File: src/nec_pkg.sv
// ----------------------------------------------------------------------------
// nec_pkg
// Shared constants for the NEC infrared frame decoder: unit timing,
// period thresholds, frame lengths and configuration register indexes.
// ----------------------------------------------------------------------------
`timescale 1ns / 1ps

package nec_pkg;

	// timer ticks per NEC timing unit
	localparam int unsigned UNIT_TICKS = 375;

	// period compare width: holds 97 units at the largest unit size
	localparam int unsigned TICK_CMP_W = 20;

	localparam int unsigned SHORT_UNITS = 9;   // below this: too short, clears
	localparam int unsigned CLEAR_UNITS = 13;  // start-of-frame gap, clears
	localparam int unsigned MAX_UNITS   = 96;  // above this: too long, clears

	// period thresholds in ticks (unit count = ticks / UNIT_TICKS)
	localparam logic [TICK_CMP_W-1:0] LIM_1U  = TICK_CMP_W'(UNIT_TICKS * 1);
	localparam logic [TICK_CMP_W-1:0] LIM_2U  = TICK_CMP_W'(UNIT_TICKS * 2);
	localparam logic [TICK_CMP_W-1:0] LIM_3U  = TICK_CMP_W'(UNIT_TICKS * 3);
	localparam logic [TICK_CMP_W-1:0] LIM_SHORT =
		TICK_CMP_W'(UNIT_TICKS * SHORT_UNITS);
	localparam logic [TICK_CMP_W-1:0] LIM_CLR_LO =
		TICK_CMP_W'(UNIT_TICKS * CLEAR_UNITS);
	localparam logic [TICK_CMP_W-1:0] LIM_CLR_HI =
		TICK_CMP_W'(UNIT_TICKS * (CLEAR_UNITS + 1));
	localparam logic [TICK_CMP_W-1:0] LIM_LONG =
		TICK_CMP_W'(UNIT_TICKS * (MAX_UNITS + 1));

	// frame lengths in bits
	localparam logic [7:0] ADDR_BITS  = 8'd16;
	localparam logic [7:0] FRAME_BITS = 8'd32;

	// reset values of the configuration registers
	localparam logic [15:0] ADDR_A_RESET = 16'hFF00;
	localparam logic [15:0] ADDR_B_RESET = 16'hFD02;

	// input action codes
	localparam logic ACT_CAPTURE  = 1'b0;
	localparam logic ACT_OVERFLOW = 1'b1;

	// configuration register indexes
	typedef enum logic [1:0] {
		CFG_ADDR_A = 2'd0,
		CFG_ADDR_B = 2'd1,
		CFG_IGNORE = 2'd2
	} cfg_index_t;

endpackage

File: src/nec_ir_frame_decoder_unit.sv
// ----------------------------------------------------------------------------
// nec_ir_frame_decoder_unit
// Decodes NEC infrared frames from edge-to-edge timer periods. Each input
// transaction is a captured period or a timer overflow; each one yields
// exactly one result transaction with the key status, the command byte, the
// latched address and the running bit count. The block takes one
// transaction per cycle while the output is not stalled: an input register
// (s1) feeds a combinational state update that writes the result register.
// The rate is set by that single update of the bit counter and shift
// register. The output register stalls the input stage only while a result
// waits to be taken. Configuration writes complete at once (cfg_ready is
// always high); the user must make them while the block holds no
// transaction in flight, which the block itself does not enforce.
// ----------------------------------------------------------------------------
`timescale 1ns / 1ps

module nec_ir_frame_decoder_unit
	import nec_pkg::*;
(
	input  logic        clk,
	input  logic        arst_n,

	// configuration write channel
	input  logic        cfg_valid,
	output logic        cfg_ready,
	input  logic [1:0]  cfg_index,
	input  logic [15:0] cfg_data,

	// input channel
	input  logic        in_valid,
	output logic        in_ready,
	input  logic        action,
	input  logic [15:0] period_ticks,

	// result channel
	output logic        out_valid,
	input  logic        out_ready,
	output logic        key_valid,
	output logic [7:0]  command_byte,
	output logic [15:0] address_code,
	output logic [7:0]  bits_received,
	output logic        check_failed
);

	// ------------------------------------------------------------------
	// Configuration registers
	// ------------------------------------------------------------------
	logic [15:0] addr_a_q;
	logic [15:0] addr_b_q;
	logic        ignore_q;

	assign cfg_ready = 1'b1;

	always_ff @(posedge clk or negedge arst_n) begin
		if (!arst_n) begin
			addr_a_q <= ADDR_A_RESET;
			addr_b_q <= ADDR_B_RESET;
			ignore_q <= 1'b0;
		end else if (cfg_valid && cfg_ready) begin
			unique case (cfg_index)
				CFG_ADDR_A: addr_a_q <= cfg_data;
				CFG_ADDR_B: addr_b_q <= cfg_data;
				CFG_IGNORE: ignore_q <= cfg_data[0];
				default:    ; // write beyond the register list is dropped
			endcase
		end
	end

	// ------------------------------------------------------------------
	// Handshake: input register (s1) then result register
	// ------------------------------------------------------------------
	logic        valid_s1;
	logic        action_s1;
	logic [15:0] ticks_s1;
	logic        out_stall;
	logic        fire_s1;

	assign out_stall = out_valid && !out_ready;
	assign in_ready  = !valid_s1 || !out_stall;
	assign fire_s1   = valid_s1 && !out_stall;

	always_ff @(posedge clk or negedge arst_n) begin
		if (!arst_n) begin
			valid_s1 <= 1'b0;
		end else if (in_ready) begin
			valid_s1 <= in_valid;
		end
	end

	always_ff @(posedge clk) begin
		if (in_valid && in_ready) begin
			action_s1 <= action;
			ticks_s1  <= period_ticks;
		end
	end

	// ------------------------------------------------------------------
	// Period classification by threshold compares (no divider)
	// ------------------------------------------------------------------
	logic [TICK_CMP_W-1:0] ticks_ext;
	logic                  is_one;
	logic                  is_zero;
	logic                  is_clear;

	assign ticks_ext = TICK_CMP_W'(ticks_s1);
	assign is_zero   = (ticks_ext >= LIM_1U) && (ticks_ext < LIM_2U);  // one unit
	assign is_one    = (ticks_ext >= LIM_2U) && (ticks_ext < LIM_3U);  // two units
	// zero or 3..8 units, the start gap, or too long
	assign is_clear  = (ticks_ext < LIM_SHORT) ||
	                   ((ticks_ext >= LIM_CLR_LO) && (ticks_ext < LIM_CLR_HI)) ||
	                   (ticks_ext >= LIM_LONG);

	// ------------------------------------------------------------------
	// Frame state update
	// ------------------------------------------------------------------
	logic [7:0]  count_q;
	logic [15:0] shift_q;
	logic [15:0] addr_q;

	logic [7:0]  count_upd;
	logic [15:0] shift_upd;
	logic [15:0] addr_upd;
	logic [7:0]  count_nxt;
	logic        valid_nxt;
	logic        failed_nxt;

	always_comb begin
		count_upd = count_q;
		shift_upd = shift_q;
		addr_upd  = addr_q;
		if (action_s1 == ACT_OVERFLOW) begin
			count_upd = '0;
		end else if (!ignore_q) begin
			priority if (is_zero || is_one) begin
				shift_upd = {is_one, shift_q[15:1]};
				count_upd = count_q + 8'd1;
			end else if (is_clear) begin
				count_upd = '0;
			end else begin
				// 9..12 or 14..96 units: period ignored
			end
			if (count_upd == ADDR_BITS) begin
				addr_upd = shift_upd;
			end
		end
	end

	// completed frame: command byte must be the inverse of its partner byte
	always_comb begin
		count_nxt  = count_upd;
		valid_nxt  = 1'b0;
		failed_nxt = 1'b0;
		if (count_upd == FRAME_BITS) begin
			if (shift_upd[7:0] != ~shift_upd[15:8]) begin
				count_nxt  = '0;
				failed_nxt = 1'b1;
			end else begin
				valid_nxt = (addr_upd == addr_a_q) || (addr_upd == addr_b_q);
			end
		end
	end

	always_ff @(posedge clk or negedge arst_n) begin
		if (!arst_n) begin
			count_q <= '0;
			shift_q <= '0;
			addr_q  <= '0;
		end else if (fire_s1) begin
			count_q <= count_nxt;
			shift_q <= shift_upd;
			addr_q  <= addr_upd;
		end
	end

	// ------------------------------------------------------------------
	// Result register
	// ------------------------------------------------------------------
	logic        out_valid_q;
	logic        key_valid_q;
	logic        check_failed_q;
	logic [7:0]  command_q;
	logic [15:0] address_q;
	logic [7:0]  bits_q;

	always_ff @(posedge clk or negedge arst_n) begin
		if (!arst_n) begin
			out_valid_q <= 1'b0;
		end else if (!out_stall) begin
			out_valid_q <= valid_s1;
		end
	end

	always_ff @(posedge clk) begin
		if (fire_s1) begin
			key_valid_q    <= valid_nxt;
			check_failed_q <= failed_nxt;
			command_q      <= shift_upd[7:0];
			address_q      <= addr_upd;
			bits_q         <= count_nxt;
		end
	end

	assign out_valid     = out_valid_q;
	assign key_valid     = key_valid_q;
	assign check_failed  = check_failed_q;
	assign command_byte  = command_q;
	assign address_code  = address_q;
	assign bits_received = bits_q;

	// ------------------------------------------------------------------
	// Assertions
	// ------------------------------------------------------------------
	a_fail_clears: assert property (@(posedge clk) disable iff (!arst_n)
		out_valid && check_failed |-> bits_received == 8'd0 && !key_valid)
		else $error("check failure did not clear the bit count");

	a_key_full_frame: assert property (@(posedge clk) disable iff (!arst_n)
		out_valid && key_valid |-> bits_received == FRAME_BITS &&
		command_byte == ~shift_q[15:8])
		else $error("key reported without a checked full frame");

	a_result_tracks_state: assert property (@(posedge clk) disable iff (!arst_n)
		out_valid |-> address_code == addr_q && bits_received == count_q &&
		command_byte == shift_q[7:0])
		else $error("result register out of step with frame state");

	a_s1_held: assert property (@(posedge clk) disable iff (!arst_n)
		valid_s1 && out_stall |=> valid_s1 && $stable(ticks_s1) &&
		$stable(action_s1))
		else $error("stalled input stage lost its transaction");

endmodule

File: config.mk
export PLATFORM = sky130hd
export DESIGN_NAME = nec_ir_frame_decoder_unit
export DESIGN_NICKNAME = d
export VERILOG_FILES = /design/src/nec_pkg.sv /design/src/nec_ir_frame_decoder_unit.sv
export SDC_FILE = /design/constraint.sdc
export NUM_CORES = 1
export LEC_CHECK = 0
export ABC_AREA = 1
export BUFFER_PORTS_ARGS = -buffer_cell sky130_fd_sc_hd__buf_4
export CAP_MARGIN = 0
export CORE_ASPECT_RATIO = 0.9
export CORE_UTILIZATION = 45
export DETAILED_ROUTE_END_ITERATION = 12
export PLACE_DENSITY_LB_ADDON = 0.2
export SLEW_MARGIN = 10
export SYNTH_ARGS = -nofsm -noshare
export SYNTH_HDL_FRONTEND = slang
export SYNTH_SLANG_ARGS = --single-unit
File: constraint.sdc
create_clock -name clk -period 4.6 [get_ports clk]
set_input_delay 0.46 -clock clk [delete_from_list [all_inputs] [get_ports clk]]
set_output_delay 0.46 -clock clk [all_outputs]
set_load 0.05 [all_outputs]
# ---- After elaboration in Yosys (flattened, before gate mapping)
# Index checks and enable logic that the tools add are counted.
dict set report classes {
  bitwise_logic 2
  mux 15
  n_eq_ne 7
  magnitude_cmp 8
  n_reduce_logical 19
  add_sub_neg 1
}
# operator n
set op_table {}
lappend op_table {{$mux 16} 6}
lappend op_table {{$mux 8} 8}
lappend op_table {{$eq 16x16->1} 2}
lappend op_table {{$ge 16x10->1 const B} 1}
lappend op_table {{$ge 16x13->1 const B} 1}
lappend op_table {{$ge 16x16->1 const B} 1}
lappend op_table {{$ge 16x9->1 const B} 1}
lappend op_table {{$lt 16x10->1 const B} 1}
lappend op_table {{$lt 16x11->1 const B} 1}
lappend op_table {{$lt 16x12->1 const B} 1}
lappend op_table {{$lt 16x13->1 const B} 1}
lappend op_table {{$add 8x1->8 const B} 1}
lappend op_table {{$eq 8x5->1 const B} 1}
lappend op_table {{$eq 8x6->1 const B} 1}
lappend op_table {{$ne 8x8->1} 1}
lappend op_table {{$not 8->8} 1}
lappend op_table {{$logic_and 1x1->1} 6}
lappend op_table {{$reduce_and 2->1} 3}
lappend op_table {{$logic_or 1x1->1} 5}
lappend op_table {{$logic_not 1->1} 3}
lappend op_table {{$eq 2x1->1 const B} 1}
lappend op_table {{$eq 2x2->1 const B} 1}
lappend op_table {{$logic_not 2->1} 1}
lappend op_table {{$reduce_or 2->1} 1}
lappend op_table {{other kinds (2)} 2}
dict set report totals {
  regBits 126
  elab_cells 67
  inputBits 40
}

# ---- Logic depth before layout (Yosys ltp)
# Gate-level depths: netlist (run 1).
dict set report logic_depth {
  depth_word 14
  depth_mapped 24
}

# ---- Worst setup path before layout (run 1)
# No wires, ideal clock.
dict set report synth_timing {
  kind {reg2reg}
  from {register ticks_s1[9]}
  to {register key_valid_q, in the netlist key_valid (data pin)}
  t_required_ns 4.459
  stages_incl_launch_ff 23
  arrival_ns 2.395
  path_slack_ns 2.065
  synth_period_minus_slack_ns 2.535
  n_path_buf 1
  path_cell_list {edfxtp_1 -> nor2_2 -> nand2_1 -> nand2_1 -> nand3_1 -> nor2_1 -> nand2_1 -> nand3_2 -> nor2_1 -> nor2_1 -> nand2_2 -> nor2_8 -> nand2_4 -> buf_8 -> nand2_4 -> nand2_2 -> nand2_1 -> nand2_1 -> nor2_1 -> nand2_1 -> nor2_1 -> nand2_1 -> a21oi_2}
}
dict set report synth_via {
  elab_chain_cells 14
  word_cells_on_any_way 35
  classes_between {order compare: 8; eq/ne: 5; mux: 12; bitwise: 2; reduce/logical: 8}
}
# item line_no
set synth_rtl {}
lappend synth_rtl {{start: declaration} nec_ir_frame_decoder_unit.sv:74} ;# logic [15:0] ticks_s1;
lappend synth_rtl {{start signal: assignment} nec_ir_frame_decoder_unit.sv:93} ;# ticks_s1 <= period_ticks;
lappend synth_rtl {{$ge 16x13->1 or $lt 16x13->1 (tied branches)} nec_ir_frame_decoder_unit.sv:110} ;# ((ticks_ext >= LIM_CLR_LO) && (ticks_ext < LIM_CLR_HI)) ||
lappend synth_rtl {{$logic_and 1x1->1} nec_ir_frame_decoder_unit.sv:110}
lappend synth_rtl {{$logic_or 1x1->1} nec_ir_frame_decoder_unit.sv:109} ;# assign is_clear = (ticks_ext < LIM_SHORT) ||
lappend synth_rtl {{$logic_or 1x1->1} nec_ir_frame_decoder_unit.sv:110}
lappend synth_rtl {{$mux 8} nec_ir_frame_decoder_unit.sv:137} ;# end else if (is_clear) begin
lappend synth_rtl {{$mux 8} nec_ir_frame_decoder_unit.sv:134} ;# priority if (is_zero || is_one) begin
lappend synth_rtl {{$mux 8} nec_ir_frame_decoder_unit.sv:133} ;# end else if (!ignore_q) begin
lappend synth_rtl {{$mux 8} nec_ir_frame_decoder_unit.sv:131} ;# if (action_s1 == ACT_OVERFLOW) begin
lappend synth_rtl {{$eq 8x5->1} nec_ir_frame_decoder_unit.sv:142} ;# if (count_upd == ADDR_BITS) begin
lappend synth_rtl {{$mux 16} nec_ir_frame_decoder_unit.sv:142}
lappend synth_rtl {{$mux 16} nec_ir_frame_decoder_unit.sv:133}
lappend synth_rtl {{$mux 16} nec_ir_frame_decoder_unit.sv:131}
lappend synth_rtl {{$eq 16x16->1} nec_ir_frame_decoder_unit.sv:158} ;# valid_nxt = (addr_upd == addr_a_q) || (addr_upd == addr_b_q);
lappend synth_rtl {{$logic_or 1x1->1} nec_ir_frame_decoder_unit.sv:158}
lappend synth_rtl {{end signal: assignment} nec_ir_frame_decoder_unit.sv:195} ;# key_valid_q <= valid_nxt;
lappend synth_rtl {{end: declaration} nec_ir_frame_decoder_unit.sv:179} ;# logic key_valid_q;
# Several ways; a longest one is shown, not always the timed one. The select of a mux whose other input is x is not followed.
# A chain may end at the register's enable or synchronous reset.

# ---- Final worst setup path (run 1)
# Same ends and word-level chain as after synthesis.

==> results of run 1 <==
==> critical path, stage by stage, from the launching register on <==
cell      delay, ns
edfxtp_1       0.50
nor2_2         0.16
nand2_1        0.07
nor2_1         0.10
nand2_1        0.07
nand2_2        0.10
nand2_4        0.15
inv_2          0.26
nor2_1         0.07
nor2_1         0.13
nand2_1        0.11
nor2_4         0.34
nand2_4        0.31
nand2_1        0.20
nand2_1        0.13
nand2_1        0.08
nand2_1        0.04
nor2_1         0.16
nand2_1        0.10
nor2_1         0.12
nand2_1        0.07
a21oi_2        0.10
==> cells by family (layout without fill, tap and decap cells) <==
| group | count (synthesis) | count (layout) | share of synthesized area [%] |
|---|---|---|---|
| adders and majority gates | 1 | 1 | 0.187 |
| xor gates and xnor gates | 13 | 13 | 1.70 |
| other | 1 | 1 | 0.0561 |
| and+or+nand+nor | 419 | 419 | 28.6 |
| AOI/OAI and AO/OA | 127 | 127 | 9.56 |
| buffers and inverters | 146 | 229 | 8.61 |
| DFF | 126 | 126 | 51.3 |
==> sequential cells by signal, summed over array words and instances (netlist names) <==
signal,cells
out_valid,1
addr_q,16
ticks_s1,16
action_s1,1
address_code,16
ignore_q,1
valid_s1,1
bits_received,8
addr_a_q,16
addr_b_q,16
count_q,8
check_failed,1
command_byte,8
shift_q,16
key_valid,1
==> layer usage <==
metal / track usage (%) / routed length, um
met5: 0 / 0
met4: 6.47 / 204
met3: 5.14 / 685
met2: 27.7 / 5850
met1: 31.9 / 7710
==> cells in the mapped netlist (2+ instances only) <==
cell and instances:
nand3_1 38, nand2_4 11, a21oi_1 12, xnor2_1 9, inv_1 114, edfxtp_1 51, nand2_1 247, dfstp_2 16
nand3b_1 29, dfrtp_1 59, buf_4 3, clkbuf_1 19, nor4_1 2, xor2_1 4, nor2_1 63, nand3_2 2
inv_2 5, buf_2 4, nand4_1 6, o21ai_0 99, o21ai_1 15, or2_2 3, nand2_2 14
==> per-stage QoR <==
step / instances / instance area, sq um / util (%) / power [mW]
6_report: 1109 / 7960 / 55.8 / 4.61
5_1_grt: 1109 / 7960 / 55.8 / 4.93
4_1_cts: 1109 / 7960 / 55.8 / 4.64
3_5_place_dp: 1077 / 7390 / 51.8 / 3.34
3_3_place_gp: 1077 / 7390 / 51.8 / 3.33
2_1_floorplan: 833 / 6690 / - / 2.92
==> path summary, 6_finish.rpt <==
kind                       cells after the start       startpoint     endpoint
hold reg to reg                                2        addr_q[7]    addr_q[7]
max in group asynchronous                      1           arst_n   shift_q[8]
setup / recovery                              21      ticks_s1[9]    key_valid
hold / removal                                 1           arst_n  addr_b_q[3]
setup reg to reg                              21      ticks_s1[9]    key_valid
min in group clk                               1  period_ticks[1]  ticks_s1[1]
==> power breakdown <==
group	leakage (nW)	switching [mW]	total (mW)	internal, mW
Combinational	2.20	1.08	1.61	0.536
Sequential	1.42	0.197	1.72	1.52
Clock	0.274	0.467	1.28	0.813
Total	3.89	1.74	4.61	2.87
==> cell usage in the layout (no fill, tap or decap), drive strengths merged <==
cell type	synthesis	routed
bufinv	0	1
xnor2	9	9
inv	119	119
clkinv	0	2
nand3	40	40
conb	1	1
ha	1	1
nor2	66	66
or2	3	3
a21oi	13	13
o21ai	114	114
clkbuf	19	27
nor4	2	2
edfxtp	51	51
nand4	6	6
buf	8	78
dfstp	16	16
xor2	4	4
dfrtp	59	59
clkinvlp	0	2
nor3	1	1
nand2	272	272
nand3b	29	29
==> cell type report <==
cell class              instances  area, sq um
inverters                     119          447
clock buffers                  27          513
clock inverters                 5         55.1
flip-flops and latches        126         3430
well taps                     193          241
fillers                      1373         6300
multi-input cells             561         2690
repair buffers                 78          586
==> run_summary.xml, run 1 <==
<?xml version="1.0" encoding="UTF-8"?>
<metrics>
  <group name="synthesis">
    <metric name="yosysTopAreaCell" unit="">edfxtp_1</metric>
    <metric name="number_of_synthesized_flops_with_an_enable_pin" unit="">51</metric>
    <metric name="synth.yosys.warnings" unit="">0</metric>
    <metric name="synth_seq_cells" unit="">126</metric>
    <metric name="syn_inst" unit="">833</metric>
    <metric name="ys_seq_area_share" unit="%">51.3</metric>
    <metric name="syn-mean-instance-area" unit="sq um">8.03</metric>
    <metric name="synth_async_sr_flop_share" unit="%">59.5</metric>
    <metric name="synth.lib_cells_used.distinct" unit="">31</metric>
    <metric name="synth_top_flop_cell" unit="">dfrtp_1</metric>
    <metric name="synth_nets" unit="">874</metric>
    <metric name="syn-cell-area" unit="sq mm">0.00669</metric>
    <metric name="post_synth_main_area_contributors" unit="">edfxtp_1 23%, dfrtp_1 22%, nand2_1 14%, o21ai_0 7.4%, inv_1 6.4%</metric>
    <metric name="yosys.area.top_type_share" unit="%">22.9</metric>
  </group>
  <group name="pwr">
    <metric name="total_leakage_power" unit="nW">3.89</metric>
    <metric name="power.ir.vdd_worst" unit="mV">0.362</metric>
    <metric name="power_density" unit="mW/mm^2">579</metric>
  </group>
  <group name="worst_hold_path">
    <metric name="hp-class" unit="">input port to asynchronous set/reset pin</metric>
  </group>
  <group name="global_routing">
    <metric name="grt_util_all_layers" unit="%">20.6</metric>
    <metric name="grt_start_max_net_pins" unit="">82</metric>
    <metric name="grt_overflow" unit="">0</metric>
    <metric name="antenna_found_initial" unit="">0</metric>
    <metric name="grt_pass1_wl" unit="um">24300</metric>
    <metric name="vias_in_the_first_global_route" unit="">4866</metric>
  </group>
  <group name="setup_path">
    <metric name="crit_path_start_kind" unit="">flip-flop</metric>
    <metric name="criticalPathCategory" unit="">flip-flop to flip-flop</metric>
    <metric name="worst-endpoint-arrival" unit="ns">3.79</metric>
    <metric name="critPathMaxFanout" unit="">24</metric>
    <metric name="slack_of_the_worst_reg_to_reg_path" unit="ns">1.08</metric>
    <metric name="cp_data_required_time" unit="ns">4.87</metric>
    <metric name="worstSetupEndpointType" unit="">flip-flop</metric>
  </group>
  <group name="clock_network">
    <metric name="clk_transition_reported_paths" unit="ns">0.05</metric>
    <metric name="post_cts_setup_bufs" unit="">0</metric>
    <metric name="ctsRootBufferMaster" unit="">clkbuf_16</metric>
    <metric name="clockBufferDepth" unit="">2</metric>
    <metric name="cts_max_level" unit="">4</metric>
    <metric name="insertion_delay" unit="ns">0.42</metric>
    <metric name="cts_tree" unit="">built</metric>
    <metric name="cts_num_sinks" unit="">126</metric>
    <metric name="postCtsHoldBufs" unit="">0</metric>
    <metric name="cts_repair_resize_count" unit="">0</metric>
    <metric name="tritoncts.num_buffers" unit="">17</metric>
  </group>
  <group name="timing">
    <metric name="setup_repair_after_global_routing_missed_its_margin" unit="">false</metric>
    <metric name="final.setup.worst_slack" unit="ns">1.08</metric>
    <metric name="tns" unit="ns">0</metric>
    <metric name="final_hold_viol_count" unit="">0</metric>
    <metric name="worstMarginPinSlew" unit="ns">1.10</metric>
    <metric name="hold-worst-slack" unit="ns">0.150</metric>
    <metric name="fin_crit" unit="ns">3.52</metric>
    <metric name="timing.clock.skew" unit="ns">0.00910</metric>
    <metric name="final-max-slew-violation-count" unit="">0</metric>
    <metric name="period_share" unit="%">76.5</metric>
    <metric name="worst_slew_margin_rel" unit="%">26.8</metric>
    <metric name="max_clock_freq" unit="GHz">0.284</metric>
    <metric name="finalSetupViolCount" unit="">0</metric>
  </group>
  <group name="status">
    <metric name="status" unit="">finished clean</metric>
  </group>
  <group name="route">
    <metric name="dr_iter_0_viols" unit="">440</metric>
    <metric name="wl_per_cell" unit="um">13.0</metric>
    <metric name="drc_violations" unit="">0</metric>
    <metric name="avgViaCountPerCell" unit="">4.79</metric>
    <metric name="dr.pass1.iters" unit="">5</metric>
    <metric name="remaining_antenna_violation_count" unit="">0</metric>
    <metric name="num_vias" unit="">5307</metric>
    <metric name="overall_routed_net_length" unit="um">14400</metric>
  </group>
  <group name="floorplan">
    <metric name="die-area" unit="sq mm">0.0154</metric>
    <metric name="starting_density_of_the_core" unit="%">46.9</metric>
    <metric name="io_pins" unit="">77</metric>
    <metric name="rows" unit="">41</metric>
    <metric name="chipWidth" unit="um">131</metric>
    <metric name="design.core.area" unit="sq mm">0.0143</metric>
    <metric name="dieHeight" unit="um">118</metric>
  </group>
  <group name="placed_design">
    <metric name="placement.setup.worst_slack" unit="ns">1.16</metric>
    <metric name="port-buffer-count" unit="">75</metric>
    <metric name="dp.final_hpwl" unit="um">10200</metric>
    <metric name="place_congestion" unit="">0.895</metric>
  </group>
  <group name="finish">
    <metric name="drive_above_1_share" unit="%">17.7</metric>
    <metric name="layout.nets" unit="">944</metric>
    <metric name="antenna-diode-count" unit="">0</metric>
    <metric name="area_growth_syn_to_fin" unit="%">19.0</metric>
  </group>
  <group name="job">
    <metric name="maxCapViolations" unit="">0</metric>
  </group>
</metrics>
Note: power is estimated with default switching activity, not from simulation.
==> inputs of run 2 (changes only) <==
ABC_AREA = 0   (was 1)
clock period = 3.55 ns   (was 4.6 ns; I/O delays follow)
==> run 2 against run 1 <==
Against the previous run: sequential cell count unchanged; hold slack got worse by 0.075 ns; area after synthesis shrank 0.88%; die area is 0.86% lower; final cell count shrank 19%; combinational power down 53%; cell area rose by 1.8%; core utilization is 1.2 points higher; setup slack got worse by 0.86 ns.
==> run_summary.xml, run 2 <==
<?xml version="1.0" encoding="UTF-8"?>
<metrics>
  <group name="clock_network">
    <metric name="insertion_delay" unit="ns">0.42</metric>
    <metric name="cts_tree" unit="">built</metric>
    <metric name="clk_transition_reported_paths" unit="ns">0.06</metric>
    <metric name="cts_repair_resize_count" unit="">0</metric>
    <metric name="tritoncts.num_buffers" unit="">17</metric>
    <metric name="postCtsHoldBufs" unit="">0</metric>
    <metric name="cts_num_sinks" unit="">126</metric>
    <metric name="post_cts_setup_bufs" unit="">0</metric>
    <metric name="cts_max_level" unit="">4</metric>
    <metric name="clockBufferDepth" unit="">2</metric>
    <metric name="ctsRootBufferMaster" unit="">clkbuf_16</metric>
  </group>
  <group name="global_routing">
    <metric name="vias_in_the_first_global_route" unit="">4911</metric>
    <metric name="grt_start_max_net_pins" unit="">76</metric>
    <metric name="grt_util_all_layers" unit="%">24.2</metric>
    <metric name="grt_pass1_wl" unit="um">26900</metric>
    <metric name="grt_overflow" unit="">0</metric>
    <metric name="antenna_found_initial" unit="">0</metric>
  </group>
  <group name="floorplan">
    <metric name="starting_density_of_the_core" unit="%">46.6</metric>
    <metric name="chipWidth" unit="um">130</metric>
    <metric name="die-area" unit="sq mm">0.0152</metric>
    <metric name="io_pins" unit="">77</metric>
    <metric name="design.core.area" unit="sq mm">0.0142</metric>
    <metric name="dieHeight" unit="um">117</metric>
    <metric name="rows" unit="">41</metric>
  </group>
  <group name="setup_path">
    <metric name="critical_path.max_stage_delay" unit="ns">0.53</metric>
    <metric name="slack_of_the_worst_reg_to_reg_path" unit="ns">0.22</metric>
    <metric name="crit_path_start_kind" unit="">flip-flop</metric>
    <metric name="cp_data_required_time" unit="ns">3.81</metric>
    <metric name="worstSetupEndpointType" unit="">flip-flop</metric>
    <metric name="worstPathCellList" unit="">or3_1 &gt; a2111oi_1 &gt; o22ai_1 &gt; nor2_1 &gt; o31ai_1 &gt; o21ai_1 &gt; a211oi_4 &gt; buf_12 &gt; or4_1 &gt; a22oi_1 &gt; o2111ai_1 &gt; a21oi_1</metric>
    <metric name="slowest_stage" unit="">or4_1</metric>
    <metric name="rr_startpoint" unit="">ticks_s1[6]</metric>
    <metric name="critPathMaxFanout" unit="">10</metric>
    <metric name="reg2reg_to" unit="">key_valid</metric>
    <metric name="worst-r2r-cell-count" unit="">12</metric>
    <metric name="criticalPathCategory" unit="">flip-flop to flip-flop</metric>
    <metric name="worst-endpoint-arrival" unit="ns">3.59</metric>
  </group>
  <group name="pwr">
    <metric name="total_leakage_power" unit="nW">3.46</metric>
    <metric name="switching_share" unit="%">28.8</metric>
    <metric name="clock_power_share" unit="%">38.6</metric>
    <metric name="combinational_power_share" unit="%">17.2</metric>
    <metric name="power.ir.vdd_worst" unit="mV">0.325</metric>
    <metric name="power_switching" unit="mW">1.26</metric>
    <metric name="seq_power_share" unit="%">44.3</metric>
    <metric name="power_density" unit="mW/mm^2">538</metric>
    <metric name="internal_power" unit="mW">3.11</metric>
  </group>
  <group name="synthesis">
    <metric name="post_synth_main_area_contributors" unit="">edfxtp_1 23%, dfrtp_1 22%, mux2_2 8.3%, dfstp_2 6.3%, nand2_1 4.6%</metric>
    <metric name="yosys.area.top_type_share" unit="%">23.1</metric>
    <metric name="synth_common_cells" unit="">81 x nand2_1, 59 x dfrtp_1, 51 x edfxtp_1</metric>
    <metric name="synth.yosys.warnings" unit="">0</metric>
    <metric name="yosysTopAreaCell" unit="">edfxtp_1</metric>
    <metric name="synth_nets" unit="">655</metric>
    <metric name="number_of_synthesized_flops_with_an_enable_pin" unit="">51</metric>
    <metric name="synth_async_sr_flop_share" unit="%">59.5</metric>
    <metric name="syn-mean-instance-area" unit="sq um">10.8</metric>
    <metric name="ys_seq_area_share" unit="%">51.7</metric>
    <metric name="syn-cell-area" unit="sq mm">0.00663</metric>
    <metric name="synth_top_flop_cell" unit="">dfrtp_1</metric>
    <metric name="yosys.cell_count.top_type" unit="">nand2_1</metric>
    <metric name="syn_inst" unit="">614</metric>
    <metric name="synth_seq_cells" unit="">126</metric>
    <metric name="synth.lib_cells_used.distinct" unit="">68</metric>
  </group>
  <group name="timing">
    <metric name="final_hold_viol_count" unit="">0</metric>
    <metric name="period_share" unit="%">93.8</metric>
    <metric name="finalSetupViolCount" unit="">0</metric>
    <metric name="final.setup.worst_slack" unit="ns">0.221</metric>
    <metric name="worstMarginPinSlew" unit="ns">0.984</metric>
    <metric name="final-max-slew-violation-count" unit="">0</metric>
    <metric name="worst_slew_margin_rel" unit="%">34.4</metric>
    <metric name="setup_repair_after_global_routing_missed_its_margin" unit="">false</metric>
    <metric name="fin_crit" unit="ns">3.33</metric>
    <metric name="max_clock_freq" unit="GHz">0.300</metric>
    <metric name="tns" unit="ns">0</metric>
    <metric name="timing.clock.skew" unit="ns">0.0131</metric>
  </group>
  <group name="status">
    <metric name="status" unit="">finished clean</metric>
  </group>
  <group name="finish">
    <metric name="layout.cells.most_common" unit="">buf_4</metric>
    <metric name="filler_cell_count" unit="">1211</metric>
    <metric name="drive_above_1_share" unit="%">29.6</metric>
    <metric name="layout.nets" unit="">737</metric>
    <metric name="area_growth_syn_to_fin" unit="%">22.3</metric>
    <metric name="mostFrequentLayoutCells" unit="">89 x buf_4, 81 x nand2_1, 59 x dfrtp_1, 51 x edfxtp_1, 49 x mux2_2</metric>
    <metric name="antenna-diode-count" unit="">0</metric>
    <metric name="finish.instance_area" unit="sq mm">0.00810</metric>
    <metric name="fin_util" unit="%">57.0</metric>
  </group>
  <group name="route">
    <metric name="dr_iter_0_viols" unit="">465</metric>
    <metric name="remaining_antenna_violation_count" unit="">0</metric>
    <metric name="avgViaCountPerCell" unit="">5.65</metric>
    <metric name="overall_routed_net_length" unit="um">17200</metric>
    <metric name="dr.pass1.iters" unit="">5</metric>
    <metric name="wl_per_cell" unit="um">19.0</metric>
    <metric name="num_vias" unit="">5092</metric>
    <metric name="drc_violations" unit="">0</metric>
  </group>
  <group name="placed_design">
    <metric name="port-buffer-count" unit="">75</metric>
    <metric name="placement.setup.worst_slack" unit="ns">0.141</metric>
    <metric name="detailed_place.area" unit="sq mm">0.00748</metric>
    <metric name="place_congestion" unit="">0.962</metric>
    <metric name="dp.final_hpwl" unit="um">12500</metric>
  </group>
  <group name="job">
    <metric name="maxCapViolations" unit="">0</metric>
  </group>
  <group name="worst_hold_path">
    <metric name="hp-class" unit="">input port to asynchronous set/reset pin</metric>
  </group>
</metrics>
## run 2: cell types whose count changed in the layout (fill, tap and decap cells not counted), moves of 12 or more
cell	change
xor2_1	+20
o21ai_0	-60
o21ai_1	-13
nand3_1	-32
xnor2_1	+12
nand2_1	-165
mux2i_1	+12
nand2_2	-15
nor2_1	-29
nand3b_1	-23
mux2_2	+49
inv_1	-81
## run 2: cell type report
class	count	area, sq um	area share [%]
Clock buffer	26	522	6.44
Inverter	34	128	1.57
Timing Repair Buffer	94	751	9.26
Clock inverter	6	56.3	0.695
Multi-Input combinational cell	423	2980	36.7
Tap cell	193	241	2.98
Sequential cell	126	3430	42.3
## run 2: cell families (layout without fill, tap and decap cells)
group                      after synthesis  count (layout)  share of synthesized area [%]
muxes                                   66              66                           11.5
other                                    1               1                         0.0566
xor gates and xnor gates                45              45                           5.95
adders and majority gates                1               1                          0.189
DFF                                    126             126                           51.7
and+or+nand+nor                        185             185                           13.5
buffers and inverters                   65             160                           3.96
AOI/OAI and AO/OA                      125             125                           13.1
## run 2: critical path, delay by kind of cell (launching register included)
family | cells | cell delay [ns]
flip-flops | 1 | 0.44
buffers and inverters | 1 | 0.16
AND/OR/NAND/NOR | 3 | 1.19
AO/OA/AOI/OAI | 8 | 1.38
## run 2: worst max-delay path by stage
stage,endpoint,depth (start not counted),start
after floorplan,key_valid,12,ticks_s1[1]
final,key_valid,12,ticks_s1[6]
after detailed placement,key_valid,13,ticks_s1[9]
after global routing,count_q[5],13,ticks_s1[8]
after CTS,key_valid,13,ticks_s1[9]
after global placement,key_valid,13,ticks_s1[9]
## run 2: power by group through the flow
stage	Sequential (mW)	Combinational [mW]	Clock, mW
3_3_place_gp	1.94	0.737	0
4_1_cts	1.92	0.747	1.72
2_1_floorplan	1.99	0.397	0
5_1_grt	1.95	0.815	1.78
3_5_place_dp	1.95	0.743	0
6_report	1.93	0.749	1.68
## run 2: through the flow
step           hold WS [ns]  instances  total power, mW
2_1_floorplan        0.0594        614             2.38
3_3_place_gp          0.470        870             2.68
3_5_place_dp          0.473        870             2.69
4_1_cts              0.0926        902             4.39
5_1_grt              0.0956        902             4.54
6_report             0.0749        902             4.36
## run 2: layer usage
metal / routed length [um] / GRT usage, %
met2: 7290 / 34.7
met4: 371 / 9.30
met5: 0 / 0
met1: 8510 / 35.4
met3: 984 / 5.73
